**src/rtl/svr_pkg.sv**
```systemverilog
// Package for the secret value redactor: constants, key table, payload and control types.
`timescale 1ns / 1ps
package svr_pkg;

   localparam int HISTORY_BYTES = 8;
   localparam int KEY_COUNT     = 4;
   localparam int KEY_MAX       = 8;
   localparam int CSR_IDX_W     = 1;

   localparam logic [7:0] EQUALS_BYTE     = 8'd61;
   localparam logic [7:0] MASK_CHAR_RESET = 8'd42;
   localparam logic [7:0] VALUE_END_RESET = 8'd59;

   typedef enum logic [CSR_IDX_W-1:0] {
      CSR_MASK_CHAR = 1'b0,
      CSR_VALUE_END = 1'b1
   } csr_index_type;

   typedef logic [KEY_MAX-1:0][7:0] key_text_type;

   // Keys stored first character at index 0
   localparam key_text_type KEY_TEXT [KEY_COUNT] = '{
      {8'd0, 8'd0, 8'd0, 8'd0, 8'd0, "D", "W", "P"},
      {"D", "R", "O", "W", "S", "S", "A", "P"},
      {8'd0, 8'd0, "T", "E", "R", "C", "E", "S"},
      {8'd0, 8'd0, 8'd0, "N", "E", "K", "O", "T"}
   };
   localparam int KEY_LEN [KEY_COUNT] = '{3, 8, 6, 5};

   typedef struct packed {
      logic [7:0] in_byte;
      logic       in_last;
   } req_type;

   typedef struct packed {
      logic [7:0] out_byte;
      logic       out_last;
      logic       was_masked;
   } rsp_type;

   // What one history cell compares against, per key
   typedef struct packed {
      logic [KEY_COUNT-1:0][7:0] chr;
      logic [KEY_COUNT-1:0]      care;
   } cell_pattern_type;

   // Control handed to the history chain
   typedef struct packed {
      logic       shift;
      logic       clear;
      logic [7:0] data;
   } chain_ctrl_type;

   function automatic logic [7:0] fold_upper(input logic [7:0] c);
      logic [7:0] r;
      r = c;
      if (c >= 8'd97 && c <= 8'd122) begin
         r = c - 8'd32;
      end
      return r;
   endfunction

   // Slot 0 is the newest byte; it must match the last character of a key
   function automatic cell_pattern_type cell_pattern(input int slot);
      cell_pattern_type p;
      p = '0;
      for (int k = 0; k < KEY_COUNT; k++) begin
         if (slot < KEY_LEN[k]) begin
            p.care[k] = 1'b1;
            p.chr[k]  = KEY_TEXT[k][KEY_LEN[k] - 1 - slot];
         end
      end
      return p;
   endfunction

endpackage

```
**src/rtl/svr_cell.sv**
```systemverilog
// One history cell: holds a byte, passes it on and compares it against its key characters.
`timescale 1ns / 1ps
module svr_cell (
   input  logic                       clock,
   input  logic                       reset,
   input  svr_pkg::chain_ctrl_type    ctrl,
   input  logic [7:0]                 data_in,
   input  svr_pkg::cell_pattern_type  pattern,
   output logic [7:0]                 data_out,
   output logic [svr_pkg::KEY_COUNT-1:0] match
);

   logic [7:0] byte_ff;
   logic [7:0] byte_in;
   logic [7:0] folded;

   always_comb begin
      byte_in = byte_ff;
      if (ctrl.clear) begin
         byte_in = '0;
      end else if (ctrl.shift) begin
         byte_in = data_in;
      end
   end

   always_ff @(posedge clock) begin
      if (reset) begin
         byte_ff <= '0;
      end else begin
         byte_ff <= byte_in;
      end
   end

   assign folded   = svr_pkg::fold_upper(byte_ff);
   assign data_out = byte_ff;

   always_comb begin
      for (int k = 0; k < svr_pkg::KEY_COUNT; k++) begin
         match[k] = !pattern.care[k] || (folded == pattern.chr[k]);
      end
   end

endmodule

```
**src/rtl/svr_chain.sv**
```systemverilog
// Row of history cells and the key hit reduction over them.
`timescale 1ns / 1ps
module svr_chain (
   input  logic                    clock,
   input  logic                    reset,
   input  svr_pkg::chain_ctrl_type ctrl,
   output logic                    key_hit
);

   localparam int N = svr_pkg::HISTORY_BYTES;
   localparam int K = svr_pkg::KEY_COUNT;

   logic [N-1:0][7:0] cell_byte;
   logic [N-1:0][K-1:0] cell_match;
   logic [K-1:0] key_full;

   for (genvar i = 0; i < N; i++) begin : g_cell
      logic [7:0] link;
      if (i == 0) begin : g_head
         assign link = ctrl.data;
      end else begin : g_body
         assign link = cell_byte[i-1];
      end
      svr_cell u_cell (
         .clock    (clock),
         .reset    (reset),
         .ctrl     (ctrl),
         .data_in  (link),
         .pattern  (svr_pkg::cell_pattern(i)),
         .data_out (cell_byte[i]),
         .match    (cell_match[i])
      );
   end

   // Drop keys longer than the history
   always_comb begin
      for (int k = 0; k < K; k++) begin
         key_full[k] = (svr_pkg::KEY_LEN[k] <= N);
         for (int i = 0; i < N; i++) begin
            key_full[k] = key_full[k] & cell_match[i][k];
         end
      end
   end

   assign key_hit = |key_full;

endmodule

```
**src/rtl/secret_value_redactor.sv**
```systemverilog
// Top level of the secret value redactor: handshakes, masking control, CSRs.
// The response is registered in the output register at the edge that accepts the request.
// One byte per cycle unless rsp_ready stalls; the chain key compare is combinational.
// Ready follows the output register: a new request is taken while the response drains.
// Reset (synchronous): history cleared, masking off, mask '*' and terminator ';'.
`timescale 1ns / 1ps
module secret_value_redactor (
   input  logic                                 clock,
   input  logic                                 reset,
   input  logic                                 req_valid,
   output logic                                 req_ready,
   input  svr_pkg::req_type                     req_data,
   output logic                                 rsp_valid,
   input  logic                                 rsp_ready,
   output svr_pkg::rsp_type                     rsp_data,
   input  logic                                 csr_valid,
   output logic                                 csr_ready,
   input  logic [svr_pkg::CSR_IDX_W-1:0]        csr_index,
   input  logic [7:0]                           csr_data
);

   logic             masking_ff, masking_in;
   logic             rsp_valid_ff, rsp_valid_in;
   svr_pkg::rsp_type rsp_ff, rsp_in;
   logic [7:0]       mask_char_ff, mask_char_in;
   logic [7:0]       value_end_ff, value_end_in;
   logic             req_fire;
   logic             key_hit;
   svr_pkg::chain_ctrl_type chain_ctrl;

   assign req_ready = !rsp_valid_ff || rsp_ready;
   assign req_fire  = req_valid && req_ready;
   assign csr_ready = 1'b1;

   svr_chain u_chain (
      .clock   (clock),
      .reset   (reset),
      .ctrl    (chain_ctrl),
      .key_hit (key_hit)
   );

   always_comb begin
      masking_in = masking_ff;
      rsp_in     = rsp_ff;
      rsp_in.out_byte   = req_data.in_byte;
      rsp_in.out_last   = req_data.in_last;
      rsp_in.was_masked = 1'b0;
      if (masking_ff) begin
         if (req_data.in_byte == value_end_ff) begin
            masking_in = 1'b0;
         end else begin
            rsp_in.out_byte   = mask_char_ff;
            rsp_in.was_masked = 1'b1;
         end
      end else if (req_data.in_byte == svr_pkg::EQUALS_BYTE && key_hit) begin
         masking_in = 1'b1;
      end
      if (req_data.in_last) begin
         masking_in = 1'b0;
      end
      if (!req_fire) begin
         masking_in = masking_ff;
         rsp_in     = rsp_ff;
      end
   end

   // History takes the emitted byte; end of line clears it
   always_comb begin
      chain_ctrl.shift = req_fire;
      chain_ctrl.clear = req_fire && req_data.in_last;
      chain_ctrl.data  = rsp_in.out_byte;
   end

   always_comb begin
      rsp_valid_in = rsp_valid_ff;
      if (req_fire) begin
         rsp_valid_in = 1'b1;
      end else if (rsp_ready) begin
         rsp_valid_in = 1'b0;
      end
   end

   always_comb begin
      mask_char_in = mask_char_ff;
      value_end_in = value_end_ff;
      if (csr_valid) begin
         unique case (svr_pkg::csr_index_type'(csr_index))
            svr_pkg::CSR_MASK_CHAR: mask_char_in = csr_data;
            svr_pkg::CSR_VALUE_END: value_end_in = csr_data;
            default: ;
         endcase
      end
   end

   always_ff @(posedge clock) begin
      if (reset) begin
         masking_ff   <= 1'b0;
         rsp_valid_ff <= 1'b0;
         mask_char_ff <= svr_pkg::MASK_CHAR_RESET;
         value_end_ff <= svr_pkg::VALUE_END_RESET;
      end else begin
         masking_ff   <= masking_in;
         rsp_valid_ff <= rsp_valid_in;
         mask_char_ff <= mask_char_in;
         value_end_ff <= value_end_in;
      end
   end

   always_ff @(posedge clock) begin
      rsp_ff <= rsp_in;
   end

   assign rsp_valid = rsp_valid_ff;
   assign rsp_data  = rsp_ff;

   a_last_clears_masking: assert property (@(posedge clock) disable iff (reset)
      req_fire && req_data.in_last |=> !masking_ff)
      else $error("masking survived end of line");

   a_fire_gives_response: assert property (@(posedge clock) disable iff (reset)
      req_fire |=> rsp_valid_ff)
      else $error("accepted request produced no response");

   a_value_byte_masked: assert property (@(posedge clock) disable iff (reset)
      req_fire && masking_ff && (req_data.in_byte != value_end_ff) |=> rsp_ff.was_masked)
      else $error("value byte passed unmasked");

   a_idle_not_masked: assert property (@(posedge clock) disable iff (reset)
      req_fire && !masking_ff |=> !rsp_ff.was_masked)
      else $error("byte masked outside a value");

endmodule

```
**config.mk**
```make
export PLATFORM = sky130hd
export DESIGN_NAME = secret_value_redactor
export DESIGN_NICKNAME = d
export VERILOG_FILES = /design/src/rtl/svr_pkg.sv /design/src/rtl/svr_cell.sv /design/src/rtl/svr_chain.sv /design/src/rtl/secret_value_redactor.sv
export SDC_FILE = /design/constraint.sdc
export NUM_CORES = 1
export LEC_CHECK = 0
export BUFFER_PORTS_ARGS = -buffer_cell sky130_fd_sc_hd__buf_2
export CAP_MARGIN = 20
export CELL_PAD_IN_SITES_DETAIL_PLACEMENT = 0
export CELL_PAD_IN_SITES_GLOBAL_PLACEMENT = 1
export CORE_MARGIN = 10
export CORE_UTILIZATION = 39
export DETAILED_ROUTE_END_ITERATION = 8
export PLACE_DENSITY = 0.75
export SLEW_MARGIN = 20
export SYNTH_ARGS = -nofsm -noshare
export SYNTH_HDL_FRONTEND = slang
export SYNTH_SLANG_ARGS = --single-unit
```
**constraint.sdc**
```tcl
create_clock -name clock -period 2.04 [get_ports clock]
set_input_delay 0.408 -clock clock [delete_from_list [all_inputs] [get_ports clock]]
set_output_delay 0.408 -clock clock [all_outputs]
set_load 0.03 [all_outputs]
```
# After elaboration in Yosys (flattened, before gate mapping)
# Index checks and enable logic that the tools add are counted.
# word_totals
ff_bits	92
output_inout_bits	13
inputBits	23
elab_cells	115
# op_classes
bitwise	19
n_lt_le_gt_ge	16
addsub	8
eq_ne	21
n_mux	18
reduce_logical	18
# ops
op	count
== test 8 x 7 -> 1 bit, second input constant	19
2-to-1 mux 8 bit	10
greater-or-equal comparator 8 x 7 -> 1 bit, second input constant	8
less-or-equal comparator 8 x 7 -> 1 bit, second input constant	8
subtractor 8 x 6 -> 8 bit, second input constant	8
AND 1 bit	18
logical AND 1 bit	11
2-to-1 mux 10 bit	1
== test 8 x 6 -> 1 bit, second input constant	1
== test 8 bit	1
2-to-1 mux 1 bit	7
AND reduction 2 bit	2
OR reduction 4 bit	1
nonzero test 2 bit	1
OR reduction 2 bit	1
zero test 1 bit	1
logical OR 1 bit	1
NOT 1 bit	1

# Longest topological paths before layout
# Gate-level depths: netlist (run 1).
# depth
ltp_word	16
ltp_mapped	8
ltp_nobuf	8

# Hierarchy
# From an unflattened synthesis (run 1), not the netlist that was laid out.
# unflattened
hier_cells	892
hier_area_um2	8182.8
# modules_own_cells
mod	cells_per_inst	area_per_inst_um2	seq_area_each_um2	n_inst
svr_cell	90	838.3	160.2	8
secret_value_redactor	157	1396.3	580.6	1
svr_chain	15	80.1	0.0	1

# Least setup slack after synthesis (run 1)
# No wires, ideal clock.
# synth_path
path_kind	reg-to-reg
start	register u_chain.g_cell[0].u_cell.byte_ff[5]
end	register masking_ff
n_path_buf	0
setup_time_ps	79
stages_incl_launch_ff	9
arrival_ps	2138
required_ps	1961
path_slack_ps	-177
period_less_slack_ps	2217
cell_sequence	dfxtp_1 > inv_1 > ha_1 > o21ai_2 > nand4_1 > or4_1 > a2111oi_2 > o21ai_1 > a211oi_2
# synth_via
elab_chain_cells	16
word_cells_on_any_way	31
classes_between	add/sub (1); order compare (2); eq/ne (3); mux (4); bitwise (18); reduce/logical (3)
# synth_rtl
element	line	source
start: declaration	svr_cell.sv:13	logic [7:0] byte_ff;
start signal: assignment	svr_cell.sv:30	byte_ff <= byte_in;
greater-or-equal comparator 8 x 7 -> 1 bit / less-or-equal comparator 8 x 7 -> 1 bit (equally long branches)	svr_pkg.sv:57	if (c >= 8'd97 && c <= 8'd122) begin
logical AND 1 bit	svr_pkg.sv:57	
2-to-1 mux 8 bit (*)	svr_pkg.sv:57	
== test 8 x 7 -> 1 bit	svr_cell.sv:39	match[k] = !pattern.care[k] || (folded == pattern.chr[k]);
AND 1 bit (7 in a row)	svr_chain.sv:40	key_full[k] = key_full[k] & cell_match[i][k];
OR reduction 4 bit (*)	svr_chain.sv:45	assign key_hit = |key_full;
logical AND 1 bit (*)	secret_value_redactor.sv:55	end else if (req_data.in_byte == svr_pkg::EQUALS_BYTE && key_hit) begin
2-to-1 mux 1 bit (*)	secret_value_redactor.sv:55	
2-to-1 mux 1 bit (*)	secret_value_redactor.sv:48	if (masking_ff) begin
2-to-1 mux 1 bit (*)	secret_value_redactor.sv:58	if (req_data.in_last) begin
end signal: assignment	secret_value_redactor.sv:102	masking_ff <= masking_in;
end: declaration	secret_value_redactor.sv:22	logic masking_ff, masking_in;
# Mark *: on every way between the ends. The rest lies on a longest branch, timed or not.
# A chain may end at the register's enable or synchronous reset.

# Worst setup path after layout (run 1)
# layout_path
start	register u_chain.g_cell[5].u_cell.byte_ff[5]
end	register masking_ff
# layout_via
elab_chain_cells	12
word_cells_on_any_way	15
classes_between	add/sub (1); order compare (2); eq/ne (1); mux (4); bitwise (4); reduce/logical (3)
# layout_rtl
element	line
start: declaration	svr_cell.sv:13
start signal: assignment	svr_cell.sv:30
greater-or-equal comparator 8 x 7 -> 1 bit / less-or-equal comparator 8 x 7 -> 1 bit (equally long branches)	svr_pkg.sv:57
logical AND 1 bit	svr_pkg.sv:57
2-to-1 mux 8 bit (*)	svr_pkg.sv:57
== test 8 x 7 -> 1 bit (*)	svr_cell.sv:39
AND 1 bit (3 in a row)	svr_chain.sv:40
OR reduction 4 bit (*)	svr_chain.sv:45
logical AND 1 bit (*)	secret_value_redactor.sv:55
2-to-1 mux 1 bit (*)	secret_value_redactor.sv:55
2-to-1 mux 1 bit (*)	secret_value_redactor.sv:48
2-to-1 mux 1 bit (*)	secret_value_redactor.sv:58
# Marks and branches as above.

==> reports/summary.md, run 1 <==
The run finished, with violations left. The checks that failed: negative setup slack. Sequential elements use 47.83% of the synthesized area. The critical path goes through inv_1 > ha_1 > o21ai_1 > nand4_1 > or4_4 > a2111oi_4 > o21ai_2 > a211oi_2. At the later pin of the worst-skew pair, clock insertion delay measures 360 ps.

Measured along the y axis, the die boundary spans 119.9 um. Setup repair after global routing could not meet its margin everywhere. The slowest stage of the critical path belongs to the cell sky130_fd_sc_hd__or4_4. The maximum level of the CTS H-tree was 3. The tools report the detailed-route DRC error count as 0.

Summed over all layers, the global routing overflow is 0. The first detailed-routing pass ran for 4 iterations. The maximum single-stage delay on the critical path is 470 ps, and the maximum number of pins on one net before global-route repair is 68. The number of antenna diodes in the final layout is 0.

The post-layout minimum cycle time came out at 2134 ps. Clock tree synthesis selected as its root buffer the cell sky130_fd_sc_hd__clkbuf_8. After technology mapping, the gate count stands at 486. Excluding fillers, the count of instances in the completed layout stands at 675. The logs give 0 for the number of hold buffers added after CTS and 0 for the number of nets with antenna violations after detailed routing. The total area inside the core boundary comes to 9729 um^2. At the end of routability-driven placement, the weighted congestion stood at 0.8294.

The proportion of synthesized flip-flops having asynchronous set or reset works out to 0%. STA classifies the critical path endpoint as a flip-flop. After synthesis, the most frequently instantiated cells are sky130_fd_sc_hd__nand2_1, sky130_fd_sc_hd__dfxtp_1, sky130_fd_sc_hd__a21oi_1, sky130_fd_sc_hd__clkbuf_1.

After clock tree synthesis, the clock-pin slew on the worst setup and hold paths is 90 ps. Detailed routing inserted a total of 3427 vias. The synthesized design spends more area on one cell type than any other, namely sky130_fd_sc_hd__dfxtp_1. Summing all flip-flop and latch instances after layout gives 1871 um^2.

The tools report the HPWL after detailed placement as 6840 um. The tools report the count of final hold-check violations as 0. For this configuration, the core starts out at a cell density of 40.01%. The average wire per cell in the routed design is 14.75 um.

The number of antenna violations at the first check in global routing was 0; the number of library cell types mapped by synthesis was 42. For the max-capacitance violation count, the log shows 0. Counting along the longest clock path gives a buffer depth of 2. In this run the mean area of a mapped cell was 8.009 um^2. The total setup violations reported at the end of the flow was 1; the number of nets in the final layout was 568.

Sorting the synthesized cells by area gives the leading types as sky130_fd_sc_hd__dfxtp_1, sky130_fd_sc_hd__nand2_1, sky130_fd_sc_hd__a21oi_1. The synthesized netlist occupies a cell area of 3892 um^2. Based on the critical path, the design can be clocked at up to 468.7 MHz. The via count of the first global-routing pass is 3354, and the leakage power total is 1.753 nW. At the worst endpoint, the required time is 2320 ps.

The clock net in this run drives a total of 92 sinks. The number of fill cells came out at 981. The worst slack at placement is -157.9 ps, and the aggregate global-route resource usage is 13.75%. The logs give 9.793 ps for the maximum clock skew at final layout and 656 for the number of placed instances with taps included. The worst setup slack after layout was -93.72 ps. The fraction of layout instances using a drive strength above 1 came out at 21.59%.

The worst setup path is launched from a flip-flop. The tightest min-delay check is of the in2reg type. The power per unit of standard cell area is 775.3 nW/um^2, and the first-pass GRT wire length is 16370 um. The number of buffers and inverters on the critical path works out to 1.

Broken down by cell family, the worst path's largest delay share belongs to compound AO/OA/AOI/OAI gates. For the total wire length, the log shows 9955 um. Counting the buffers created by CTS gives 9. The logs give 36 for the number of ports placed on the die boundary and 175 for the number of DRC markers in iteration 0. The leading register cell type out of synthesis was sky130_fd_sc_hd__dfxtp_1. The logs give 60.08% for the relative max-transition margin and 2420 ps for the arrival time of the worst setup path. At the pin with the least slew margin, the transition time is 598.8 ps. The total number of yosys warnings is 0, and the number of flops mapped to enable cells by yosys is 2.

TritonCTS built the clock tree. In this run the tool buffered the top-level ports with 34 buffer cells. The floorplan has 36 rows. For the total die area, the log shows 14380 um^2.

Most frequently used cell type in the post-synthesis netlist: sky130_fd_sc_hd__nand2_1. The post-route fraction of the period consumed by the critical path came out at 104.6%. The post-synthesis sequential element count is 92. The tools report the number of pins with negative max-slew slack in the final report as 0.

The area growth from synthesis to layout is 22.92%. Of the post-synthesis cell area, the dominant cell type holds 46.29%. The worst setup path is of the reg2reg kind. Multi-input logic area: 1979 um^2. The largest driver fanout on the critical path was 2. Synthesis produced a netlist with a net count of 517.

Using the TritonRoute via totals, the vias-per-cell ratio works out to 5.077. Across the VDD grid, the largest voltage drop is 0.0004049 V. The horizontal die dimension came out at 119.9 um.
cells by family (layout without fill, tap and decap cells):
group                    count (synthesis)  in the layout  synth area share (%)
AO/OA/AOI/OAI                          117            117                 16.30
XOR/XNOR                                 9              9                 2.025
adder cells (fa/ha/maj)                  8              8                 2.572
buffers and inverters                   49            105                 4.822
flip-flops                              92             92                 47.83
multiplexers                             8              8                 2.057
other                                    1              1               0.09634
AND/OR/NAND/NOR                        202            202                 24.30
worst reg2reg max path, stage by stage, from the launching register on:
cell and delay, ps:
sky130_fd_sc_hd__dfxtp_1 340, sky130_fd_sc_hd__inv_1 40, sky130_fd_sc_hd__ha_1 280, sky130_fd_sc_hd__o21ai_1 160, sky130_fd_sc_hd__nand4_1 160, sky130_fd_sc_hd__or4_4 470
sky130_fd_sc_hd__a2111oi_4 340, sky130_fd_sc_hd__o21ai_2 90, sky130_fd_sc_hd__a211oi_2 200
layer usage:
metal  part of all wire, %  vias to the layer above  GRT usage [%]
met5                     0                        -              0
met1                    44                     1609          17.30
met2                    50                       53          22.90
met4                   1.8                        0          5.053
met3                   3.5                       16          2.625
li1                      -                     1749              -
report_power, final:
group          internal (W)  switching, W
logic              0.000123      0.000244
registers           0.00186     0.0000352
clock network      0.000798      0.000649
layout make-up:
type	instances	share of cell area, %
sequential	92	39.10
tap	133	3.478
timing repair buffer	70	9.467
clock buffer	11	3.400
multi-input combinational	345	41.37
inverter	19	1.491
clock inverter	5	1.700
through the flow:
step / power (W) / hold slack, ps / area (um^2) / util, % / setup TNS [ps]
floorplan: 0.002164 / 431.6 / 3894 / - / -1882
global placement: 0.002290 / 443.4 / 4377 / 44.98 / -100.1
detailed placement: 0.002295 / 449.4 / 4377 / 44.98 / -157.9
CTS: 0.003748 / 263.8 / 4688 / 48.19 / -110.2
global route: 0.003878 / 266.2 / 4785 / 49.18 / -195.5
finish: 0.003709 / 276.2 / 4785 / 49.18 / -93.72
sequential cells by signal, summed over array words and instances, names as in the netlist:
name                            count
rsp_data                           10
u_chain.g_cell.u_cell.data_out     64
masking_ff                          1
rsp_valid                           1
mask_char_ff                        8
value_end_ff                        8
worst paths after layout:
check	endpoint	startpoint	depth (start not counted)	slack (ps)
worst min-delay path	mask_char_ff[1]	csr_data[1]	3	280
worst max-delay path	masking_ff	u_chain.g_cell[5].u_cell.data_out[5]	8	-90
worst min register to register	u_chain.g_cell[7].u_cell.data_out[4]	u_chain.g_cell[7].u_cell.data_out[4]	2	460
worst max register to register	masking_ff	u_chain.g_cell[5].u_cell.data_out[5]	8	-90
timing repair:
| action | 4_1_cts | 5_1_grt |
|---|---|---|
| buffers inserted | 1 | 2 |
| pin swaps | 7 | 13 |
| gates resized for setup | 13 | 18 |
| endpoints found under the setup margin | 1 | 1 |
layout by cell type (no fill, tap or decap), types with 7 or more instances in the layout:
| cell | count |
|---|---|
| sky130_fd_sc_hd__clkbuf_8 | 10 |
| sky130_fd_sc_hd__xnor2_1 | 8 |
| sky130_fd_sc_hd__dfxtp_1 | 83 |
| sky130_fd_sc_hd__dfxtp_2 | 7 |
| sky130_fd_sc_hd__buf_2 | 34 |
| sky130_fd_sc_hd__a21oi_1 | 84 |
| sky130_fd_sc_hd__nor2_1 | 12 |
| sky130_fd_sc_hd__buf_4 | 35 |
| sky130_fd_sc_hd__mux2i_1 | 8 |
| sky130_fd_sc_hd__nand4_1 | 8 |
| sky130_fd_sc_hd__inv_1 | 14 |
| sky130_fd_sc_hd__o21ai_0 | 16 |
| sky130_fd_sc_hd__nand2_1 | 136 |
| sky130_fd_sc_hd__nand3_1 | 7 |
Power figures use the tool's default switching activity.
==> run 2: changes to the inputs <==
--- a/config.mk
+++ b/config.mk
@@ -5,7 +5,7 @@
 export SDC_FILE = /design/constraint.sdc
 export NUM_CORES = 1
 export LEC_CHECK = 0
-export BUFFER_PORTS_ARGS = -buffer_cell sky130_fd_sc_hd__buf_2
+export BUFFER_PORTS_ARGS = -buffer_cell sky130_fd_sc_hd__clkbuf_2
 export CAP_MARGIN = 20
 export CELL_PAD_IN_SITES_DETAIL_PLACEMENT = 0
 export CELL_PAD_IN_SITES_GLOBAL_PLACEMENT = 1
==> constraint.sdc (replaced) <==
create_clock -name clock -period 2.04 [get_ports clock]
set_input_delay 0.204 -clock clock [delete_from_list [all_inputs] [get_ports clock]]
set_output_delay 0.204 -clock clock [all_outputs]
set_load 0.03 [all_outputs]
==> run 2 against run 1 <==
The run still ends with negative setup slack left. Cell count fell by 0.30%. Via count is 0.70% lower. Clock skew increased by 2.4 ps. Register-to-register slack gained 60 ps.
==> reports/summary.md, run 2 (same netlist as run 1, synthesis figures left out) <==
The run gives 3 (unchanged) as the maximum level of the CTS H-tree. The worst slack on hold paths was 71.39 ps (was 276.2 ps); the horizontal die dimension was 119.9 um (unchanged). The actual slew at the worst max-slew pin was 604.4 ps (was 598.8 ps); the total setup violations reported at the end of the flow was 1 (unchanged).

Buffer depth of the longest clock path: 2 (unchanged). The number of nets in the final layout was 566 (was 568). The run gives 0.0003732 V (was 0.0004049 V) as the worst ir drop on vdd. The average wire per cell in the routed design came out at 14.61 um (was 14.75 um). The area after detailed placement was 4372 um^2 (was 4377 um^2). The number of vias per cell after detailed routing works out to 5.056 (was 5.077). The placer congestion estimate was 0.8418 (was 0.8294); the detailed-route DRC error count was 0 (unchanged). The number of DRC markers in iteration 0 is 163 (was 175). The initial core utilization was 40.01% (unchanged); the number of ports placed on the die boundary was 36 (unchanged). The post-CTS clock slew at the launch and capture registers of the worst setup and hold paths is 90 ps (about the same), and the number of diodes is 0 (unchanged). The share of power burned in the clock network came out at 35.8% (was 39.0%). TritonCTS built the clock tree.

Setup repair after global routing could not meet its margin everywhere. The reg-to-reg startpoint was u_chain.g_cell[0].u_cell.data_out[6] (was u_chain.g_cell[5].u_cell.data_out[5]). The fraction of power spent switching nets is 25.94% (was 25.03%).

Number of fill cells: 990 (was 981). Violated checks: negative setup slack (unchanged). The number of clock sinks is 92 (unchanged). The launch instance of the worst min-delay path was req_data[0] (was csr_data[1]). The tools report the worst slack at placement as -143.2 ps (was -157.9 ps).

The startpoint of the most critical setup path was u_chain.g_cell[0].u_cell.data_out[6] (was u_chain.g_cell[5].u_cell.data_out[5]). Number of rows in the core area: 36 (unchanged). The tools report the overall power of the completed layout as 0.003530 W (was 0.003709 W).

The count of final hold-check violations came out at 0 (unchanged). Iteration count of the initial detailed-routing pass: 4 (unchanged). The type of the tightest min-delay check was in2reg (unchanged). The maximum single-stage delay on the critical path works out to 450 ps (was 470 ps). The core box area was 9729 um^2 (unchanged). The fraction of layout instances using a drive strength above 1 came out at 21.67% (was 21.59%). The run gives -29.05 ps (was -93.72 ps) as the worst setup slack after layout. For the HPWL after detailed placement, the log shows 6759 um (was 6840 um). The CTS root buffer is sky130_fd_sc_hd__clkbuf_8 (unchanged).

The post-route fraction of the period consumed by the critical path works out to 101.4% (was 104.6%). The total wire length was 9834 um (was 9955 um). The number of vias in the routed layout was 3403 (was 3427); the total negative slack for setup checks was -29.05 ps (was -93.72 ps). The maximum clock skew at final layout is 12.17 ps (was 9.793 ps).

Endpoint type of the worst setup path: a flip-flop (unchanged). The max-capacitance violation count was 0 (unchanged). The leakage power total came out at 1.722 nW (was 1.753 nW).

For the share of total power in sequential cells, the log shows 53.7% (was 51.1%). The post-route standard cell area excluding fillers was 4740 um^2 (was 4785 um^2); the number of buffers added by the clock tree synthesis step was 9 (unchanged). For the later-pin clock latency in the skew report, the log shows 360 ps (about the same). For the achievable clock frequency, the log shows 483.3 MHz (was 468.7 MHz). The number of buffers inserted by port buffering came out at 34 (unchanged). The run finished, with violations left. The logs give 0.002615 W (was 0.002781 W) for the internal power and 2330 ps (was 2320 ps) for the required time at the worst-slack endpoint. Via count of the first global-routing pass: 3360 (was 3354). Die height: 119.9 um (unchanged). The tools report the number of antenna violations at the first check in global routing as 0 (unchanged).

Worst-path cell chain: inv_2 > ha_4 > o21ai_4 > nand4b_1 > or4_4 > a2111oi_4 > o21ai_2 > a211oi_2 (was inv_1 > ha_1 > o21ai_1 > nand4_1 > or4_4 > a2111oi_4 > o21ai_2 > a211oi_2). The relative max-transition margin was 59.71% (was 60.08%); the number of pins with negative max-slew slack in the final report was 0 (unchanged). The tools report the first-pass GRT wire length as 16420 um (was 16370 um).

Largest driver fanout on the critical path: 2 (unchanged). The most common cell after layout, fill and taps aside was sky130_fd_sc_hd__nand2_1 (unchanged). Number of flip-flops under the largest register name: 64 (unchanged).

Startpoint type of the worst setup path: a flip-flop (unchanged). The reported net switching power is 0.0009158 W (was 0.0009283 W), and the power per unit of standard cell area is 744.9 nW/um^2 (was 775.3 nW/um^2). Total die area: 14380 um^2 (unchanged). Master of the slowest instance on the critical path: sky130_fd_sc_hd__or4_4 (unchanged).

The arrival time of the worst setup path is 2360 ps (was 2420 ps). The layout-stage area growth over the synthesis result works out to 21.76% (was 22.92%). The number of hold buffers added after CTS was 0 (unchanged). The leftover overflow at the end of global routing was 0 (unchanged); the maximum number of pins on one net before global-route repair was 64 (was 68). Commonest cells after routing, fill and taps aside: sky130_fd_sc_hd__nand2_1, sky130_fd_sc_hd__a21oi_1, sky130_fd_sc_hd__dfxtp_1 (unchanged). The category of the most critical setup path was reg2reg (unchanged). Number of nets with antenna violations after detailed routing: 0 (unchanged). Post-layout minimum cycle time: 2069 ps (was 2134 ps). The share of power burned in combinational logic is 10.4% (was 9.9%), and the aggregate global-route resource usage is 13.67% (was 13.75%).
run 2: worst paths after layout:
kind | to | slack (ps) | depth (start not counted)
hold / removal | rsp_data[1] | 70 | 1
setup / recovery | masking_ff | -30 | 8
hold reg to reg | mask_char_ff[0] | 460 | 2
setup reg to reg | masking_ff | -30 | 8
run 2: cell type report:
class	instances	area, um^2	share of cell area [%]
flip-flops and latches	92	1872	39.49
repair buffers	68	437.9	9.240
inverters	19	71.32	1.505
well taps	133	166.4	3.511
clock inverters	4	47.55	1.003
clock buffers	12	155.1	3.273
multi-input cells	345	1989	41.97
run 2: repair_timing:
| action | 4_1_cts | 5_1_grt |
|---|---|---|
| buffers inserted | 1 | 1 |
| gates resized for setup | 11 | 21 |
| hold endpoints to repair | 0 | 0 |
| setup endpoints to repair | 1 | 1 |
| pin swaps | 8 | 12 |
run 2: critical path, delay by kind of cell (launching register included):
family,cells,cell delay (ps)
buffers and inverters,1,40
AO/OA/AOI/OAI,4,770
AND/OR/NAND/NOR,2,600
flip-flops,1,340
adder cells (fa/ha/maj),1,230
run 2: layer usage:
metal | vias up | part of all wire [%] | track usage, %
li1 | 1748 | - | -
met1 | 1600 | 46 | 16.89
met2 | 44 | 49 | 22.97
met3 | 11 | 3.4 | 3.469
met4 | 0 | 1.4 | 3.997
met5 | - | 0 | 0
run 2: per-stage QoR:
stage / std cells / utilization [%]
floorplan: 486 / -
global placement: 655 / 44.93
detailed placement: 655 / 44.93
CTS: 672 / 47.58
global route: 673 / 48.71
finish: 673 / 48.71
run 2: power groups by stage:
| stage | clock (W) | combinational (W) | sequential, W |
|---|---|---|---|
| 2_1_floorplan | 0 | 0.000187 | 0.00198 |
| 3_3_place_gp | 0 | 0.000356 | 0.00193 |
| 3_5_place_dp | 0 | 0.000358 | 0.00194 |
| 4_1_cts | 0.00131 | 0.000368 | 0.00190 |
| 5_1_grt | 0.00137 | 0.000404 | 0.00190 |
| 6_report | 0.00127 | 0.000368 | 0.00190 |
==> run 3: changes to the inputs <==
--- a/config.mk
+++ b/config.mk
@@ -10,10 +10,11 @@
 export CELL_PAD_IN_SITES_DETAIL_PLACEMENT = 0
 export CELL_PAD_IN_SITES_GLOBAL_PLACEMENT = 1
 export CORE_MARGIN = 10
-export CORE_UTILIZATION = 39
+export CORE_UTILIZATION = 45
 export DETAILED_ROUTE_END_ITERATION = 8
-export PLACE_DENSITY = 0.75
+export PLACE_DENSITY = 0.79
 export SLEW_MARGIN = 20
 export SYNTH_ARGS = -nofsm -noshare
 export SYNTH_HDL_FRONTEND = slang
+export SYNTH_HIERARCHICAL = 1
 export SYNTH_SLANG_ARGS = --single-unit
==> constraint.sdc (replaced) <==
create_clock -name clock -period 1.9 [get_ports clock]
set_input_delay 0.19 -clock clock [delete_from_list [all_inputs] [get_ports clock]]
set_output_delay 0.19 -clock clock [all_outputs]
set_load 0.03 [all_outputs]
==> run 3 against run 2 <==
The flow still finishes with violations (negative setup slack). Maximum frequency fell by 22%. Clock skew increased by 0.64 ps. First-iteration DRC count up 28%. Via count rose by 96%. Worst setup slack lost 730 ps. Wire length rose by 89%. Die area grew 67%. Largest power group unchanged. Power is 41% higher. Sequential power is 7% higher. Cell count up 130%. Clock power increased by 46%.
==> reports/summary.md, run 3 <==
The run finished, with violations left. Violated checks: negative setup slack (unchanged). The actual slew at the worst max-slew pin was 643.5 ps (was 604.4 ps); the first-pass GRT wire length was 32080 um (was 16420 um).

For the total setup violations reported at the end of the flow, the log shows 1 (unchanged). Cell types with the largest area share after synthesis: sky130_fd_sc_hd__dfxtp_1, sky130_fd_sc_hd__xnor2_1, sky130_fd_sc_hd__xor2_1 (was sky130_fd_sc_hd__dfxtp_1, sky130_fd_sc_hd__nand2_1, sky130_fd_sc_hd__a21oi_1). The maximum number of pins on one net before global-route repair was 34 (was 64). The master of the slowest instance on the critical path is sky130_fd_sc_hd__or4_4 (unchanged).

The most frequently used cell type in the post-synthesis netlist is sky130_fd_sc_hd__xnor2_1 (was sky130_fd_sc_hd__nand2_1). The post-synthesis sequential element count is 92 (unchanged), and the later-pin clock latency in the skew report is 360 ps (about the same). The proportion of synthesized flip-flops having asynchronous set or reset came out at 0% (unchanged). The number of library cell types mapped by synthesis is 45 (was 42). The tools report the sequential fraction of the synthesis area as 22.75% (was 47.83%). The number of vias per cell after detailed routing is 4.375 (was 5.056), and the maximum clock skew at final layout is 12.81 ps (was 12.17 ps). The run gives 4.866 nW (was 1.722 nW) as the leakage power total. Number of antenna violations at the first check in global routing: 0 (unchanged). The category of the most critical setup path was reg2reg (unchanged). The maximum single-stage delay on the critical path was 550 ps (was 450 ps); the count of final hold-check violations was 0 (unchanged). The non-filler instance count after layout came out at 1522 (was 673).

The relative max-transition margin was 57.04% (was 59.71%); the buffer depth of the longest clock path was 2 (unchanged). The post-layout minimum cycle time works out to 2661 ps (was 2069 ps). The leftover overflow at the end of global routing came out at 0 (unchanged). The startpoint of the most critical setup path is u_chain/g_cell[1].u_cell/data_out[1] (was u_chain.g_cell[0].u_cell.data_out[6]). The iteration count of the initial detailed-routing pass came out at 4 (unchanged). The required time at the worst-slack endpoint came out at 2200 ps (was 2330 ps). The cell type with the highest aggregate area in the netlist is sky130_fd_sc_hd__dfxtp_1 (unchanged). Largest driver fanout on the critical path: 4 (was 2).

The maximum level of the CTS H-tree is 3 (unchanged), and the average wire per cell in the routed design is 12.20 um (was 14.61 um). The number of nets with antenna violations after detailed routing is 0 (unchanged). Commonest cells after routing, fill and taps aside: sky130_fd_sc_hd__conb_1, sky130_fd_sc_hd__xnor2_1, sky130_fd_sc_hd__buf_4 (was sky130_fd_sc_hd__nand2_1, sky130_fd_sc_hd__a21oi_1, sky130_fd_sc_hd__dfxtp_1).

The die height was 154.9 um (was 119.9 um). For the total number of yosys warnings, the log shows 6 (was 0). The startpoint type of the worst setup path was a flip-flop (unchanged).

The tools report the total die area as 23980 um^2 (was 14380 um^2). The number of diodes is 0 (unchanged), and the power per unit of standard cell area is 462.2 nW/um^2 (was 744.9 nW/um^2). The arrival time of the worst setup path came out at 2960 ps (was 2360 ps). The proportion of netlist area held by the largest area contributor works out to 22.02% (was 46.29%). For the area of the mapped netlist, the log shows 8183 um^2 (was 3892 um^2). Leading register cell type out of synthesis: sky130_fd_sc_hd__dfxtp_1 (unchanged). The tools report the placer congestion estimate as 0.8165 (was 0.8418). Worst ir drop on vdd: 0.0004273 V (was 0.0003732 V). The reg-to-reg startpoint was u_chain/g_cell[1].u_cell/data_out[1] (was u_chain.g_cell[0].u_cell.data_out[6]).

The layout-stage area growth over the synthesis result is 31.38% (was 21.76%), and the average size of a mapped cell is 9.174 um^2 (was 8.009 um^2). The number of hold buffers added after CTS is 0 (unchanged), and the number of nets in the final layout is 1319 (was 566). The tools report the number of vias in the routed layout as 6659 (was 3403).

The total wire length is 18570 um (was 9834 um). The most common cell after layout, fill and taps aside is sky130_fd_sc_hd__conb_1 (was sky130_fd_sc_hd__nand2_1). Setup repair after global routing could not meet its margin everywhere. The run gives 49 (was 36) as the number of rows in the core area.

The total negative slack for setup checks is -760.8 ps (was -29.05 ps), and the number of buffers inserted by port buffering is 34 (unchanged). The aggregate global-route resource usage is 15.93% (was 13.67%). The endpoint type of the worst setup path was a flip-flop (unchanged). The number of DRC markers in iteration 0 came out at 209 (was 163).

The number of clock sinks is 92 (unchanged), and the detailed-route DRC error count is 0 (unchanged). Worst-path cell chain: or4_4 > nor2_4 > buf_4 > o31ai_4 > xor2_1 > o41ai_2 > nand4_1 > nor2_1 > or4_1 > nor4b_4 > nand3_1 > nand3_1 (was inv_2 > ha_4 > o21ai_4 > nand4b_1 > or4_4 > a2111oi_4 > o21ai_2 > a211oi_2). The horizontal die dimension is 154.9 um (was 119.9 um), and the worst setup slack after layout is -760.8 ps (was -29.05 ps).

The post-CTS clock slew at the launch and capture registers of the worst setup and hold paths is 80 ps (was 90 ps). The cell count after synthesis is 892 (was 486), and the via count of the first global-routing pass is 6698 (was 3360). The CTS root buffer is sky130_fd_sc_hd__clkbuf_16 (was sky130_fd_sc_hd__clkbuf_8).

Leading post-synthesis cells by instance count: sky130_fd_sc_hd__xnor2_1, sky130_fd_sc_hd__xor2_1, sky130_fd_sc_hd__dfxtp_1, sky130_fd_sc_hd__nor2_1, sky130_fd_sc_hd__mux2i_1 (was sky130_fd_sc_hd__nand2_1, sky130_fd_sc_hd__dfxtp_1, sky130_fd_sc_hd__a21oi_1, sky130_fd_sc_hd__clkbuf_1). The number of flops mapped to enable cells by yosys is 2 (unchanged). The tools report the number of fill cells as 1661 (was 990). For the number of pins with negative max-slew slack in the final report, the log shows 0 (unchanged). The type of the tightest min-delay check is in2reg (unchanged). The number of flip-flops under the largest register name was 64 (unchanged). TritonCTS built the clock tree. Post-route fraction of the period consumed by the critical path: 140.0% (was 101.4%). The logs give 375.8 MHz (was 483.3 MHz) for the achievable clock frequency and 17900 um^2 (was 9729 um^2) for the core box area. The fraction of layout instances using a drive strength above 1 works out to 22.20% (was 21.67%).

The launch instance of the worst min-delay path was csr_data[1] (was req_data[0]). Number of placed instances with taps included: 1505 (was 655). Most repeated library cell on the critical path: sky130_fd_sc_hd__nand3_1. The HPWL after detailed placement was 14930 um (was 6759 um). For the max-capacitance violation count, the log shows 0 (unchanged). The initial core utilization was 45.71% (was 40.01%). The utilization of the core after routing was 60.05% (was 48.71%). Number of buffers added by the clock tree synthesis step: 9 (unchanged). The number of ports placed on the die boundary was 36 (unchanged).
[run 3: changes by cell type in the layout (fill, tap and decap cells not counted), sizes merged, moves of 21 or more]
cell and change:
mux2i +57, nand2 -99, xnor2 +128, buf +101, a21oi -60, nor3 +31, nand3 +46, o41ai +48
conb +288, o21ai -21, xor2 +127, nor2 +72
[run 3: metrics by stage]
step                      cell area [um^2]  hold slack (ps)  setup WS (ps)  total power (W)
after floorplan                       9432            288.9          62.89         0.002916
after global placement               10370            422.0         -734.0         0.003116
after detailed placement             10370            423.1         -800.6         0.003131
after CTS                            10700            41.71         -791.6         0.005007
after global routing                 10750            69.22         -995.8         0.005209
final                                10750            43.59         -760.8         0.004969
[run 3: repair_timing]
item,in CTS,in global routing
pin swaps,1,2
hold endpoints to repair,0,0
buffers inserted,0,1
resized for setup,2,4
setup endpoints to repair,1,2
[run 3: kinds of logic (layout without fill, tap and decap cells)]
group                    count (synthesis)  count (layout)  share of synthesized area, %
AND/OR/NAND/NOR                        269             269                         17.49
XOR/XNOR                               264             264                         28.26
buffers and inverters                   96             211                         8.043
AO/OA/AOI/OAI                           95              95                         14.14
flip-flops                              92              92                         22.75
multiplexers                            65              65                         7.951
adder cells (fa/ha/maj)                  8               8                         1.223
other                                    3             289                        0.1376
[run 3: area by class of cell]
cell class | count | area [um^2] | area share (%)
Clock inverter | 7 | 88.84 | 0.8264
Sequential cell | 92 | 1872 | 17.41
Multi-Input combinational cell | 990 | 6957 | 64.71
Tap cell | 229 | 286.5 | 2.665
Inverter | 26 | 100.1 | 0.9311
Clock buffer | 9 | 225.2 | 2.095
Timing Repair Buffer | 169 | 1221 | 11.36
[run 3: where the power goes]
part	internal (W)	total, W	switching [W]
clock	0.000947	0.00186	0.000915
sequential	0.00199	0.00203	0.0000414
combinational	0.000454	0.00107	0.000617
total	0.00339	0.00497	0.00157
[run 3: worst max-delay path: cells and delay by family, from the launching register on]
family | cells | cell delay, ps
buffers and inverters | 1 | 150
AO/OA/AOI/OAI | 2 | 450
XOR/XNOR | 1 | 200
flip-flops | 1 | 340
AND/OR/NAND/NOR | 8 | 1470
[run 3: routing by layer]
layer	wire length (um)	global-route usage (%)	share of wire, %
met1	8785	19.91	47
met2	9143	27.93	49
met3	437	2.399	2.4
met4	201	3.914	1.1
met5	0	0	0
[run 3: path summary, 6_finish.rpt]
path | cells past startpoint | to | slack [ps]
hold / removal | 3 | mask_char_ff[1] | 40
hold reg to reg | 2 | mask_char_ff[4] | 460
setup reg to reg | 12 | masking_ff | -760
setup / recovery | 12 | masking_ff | -760
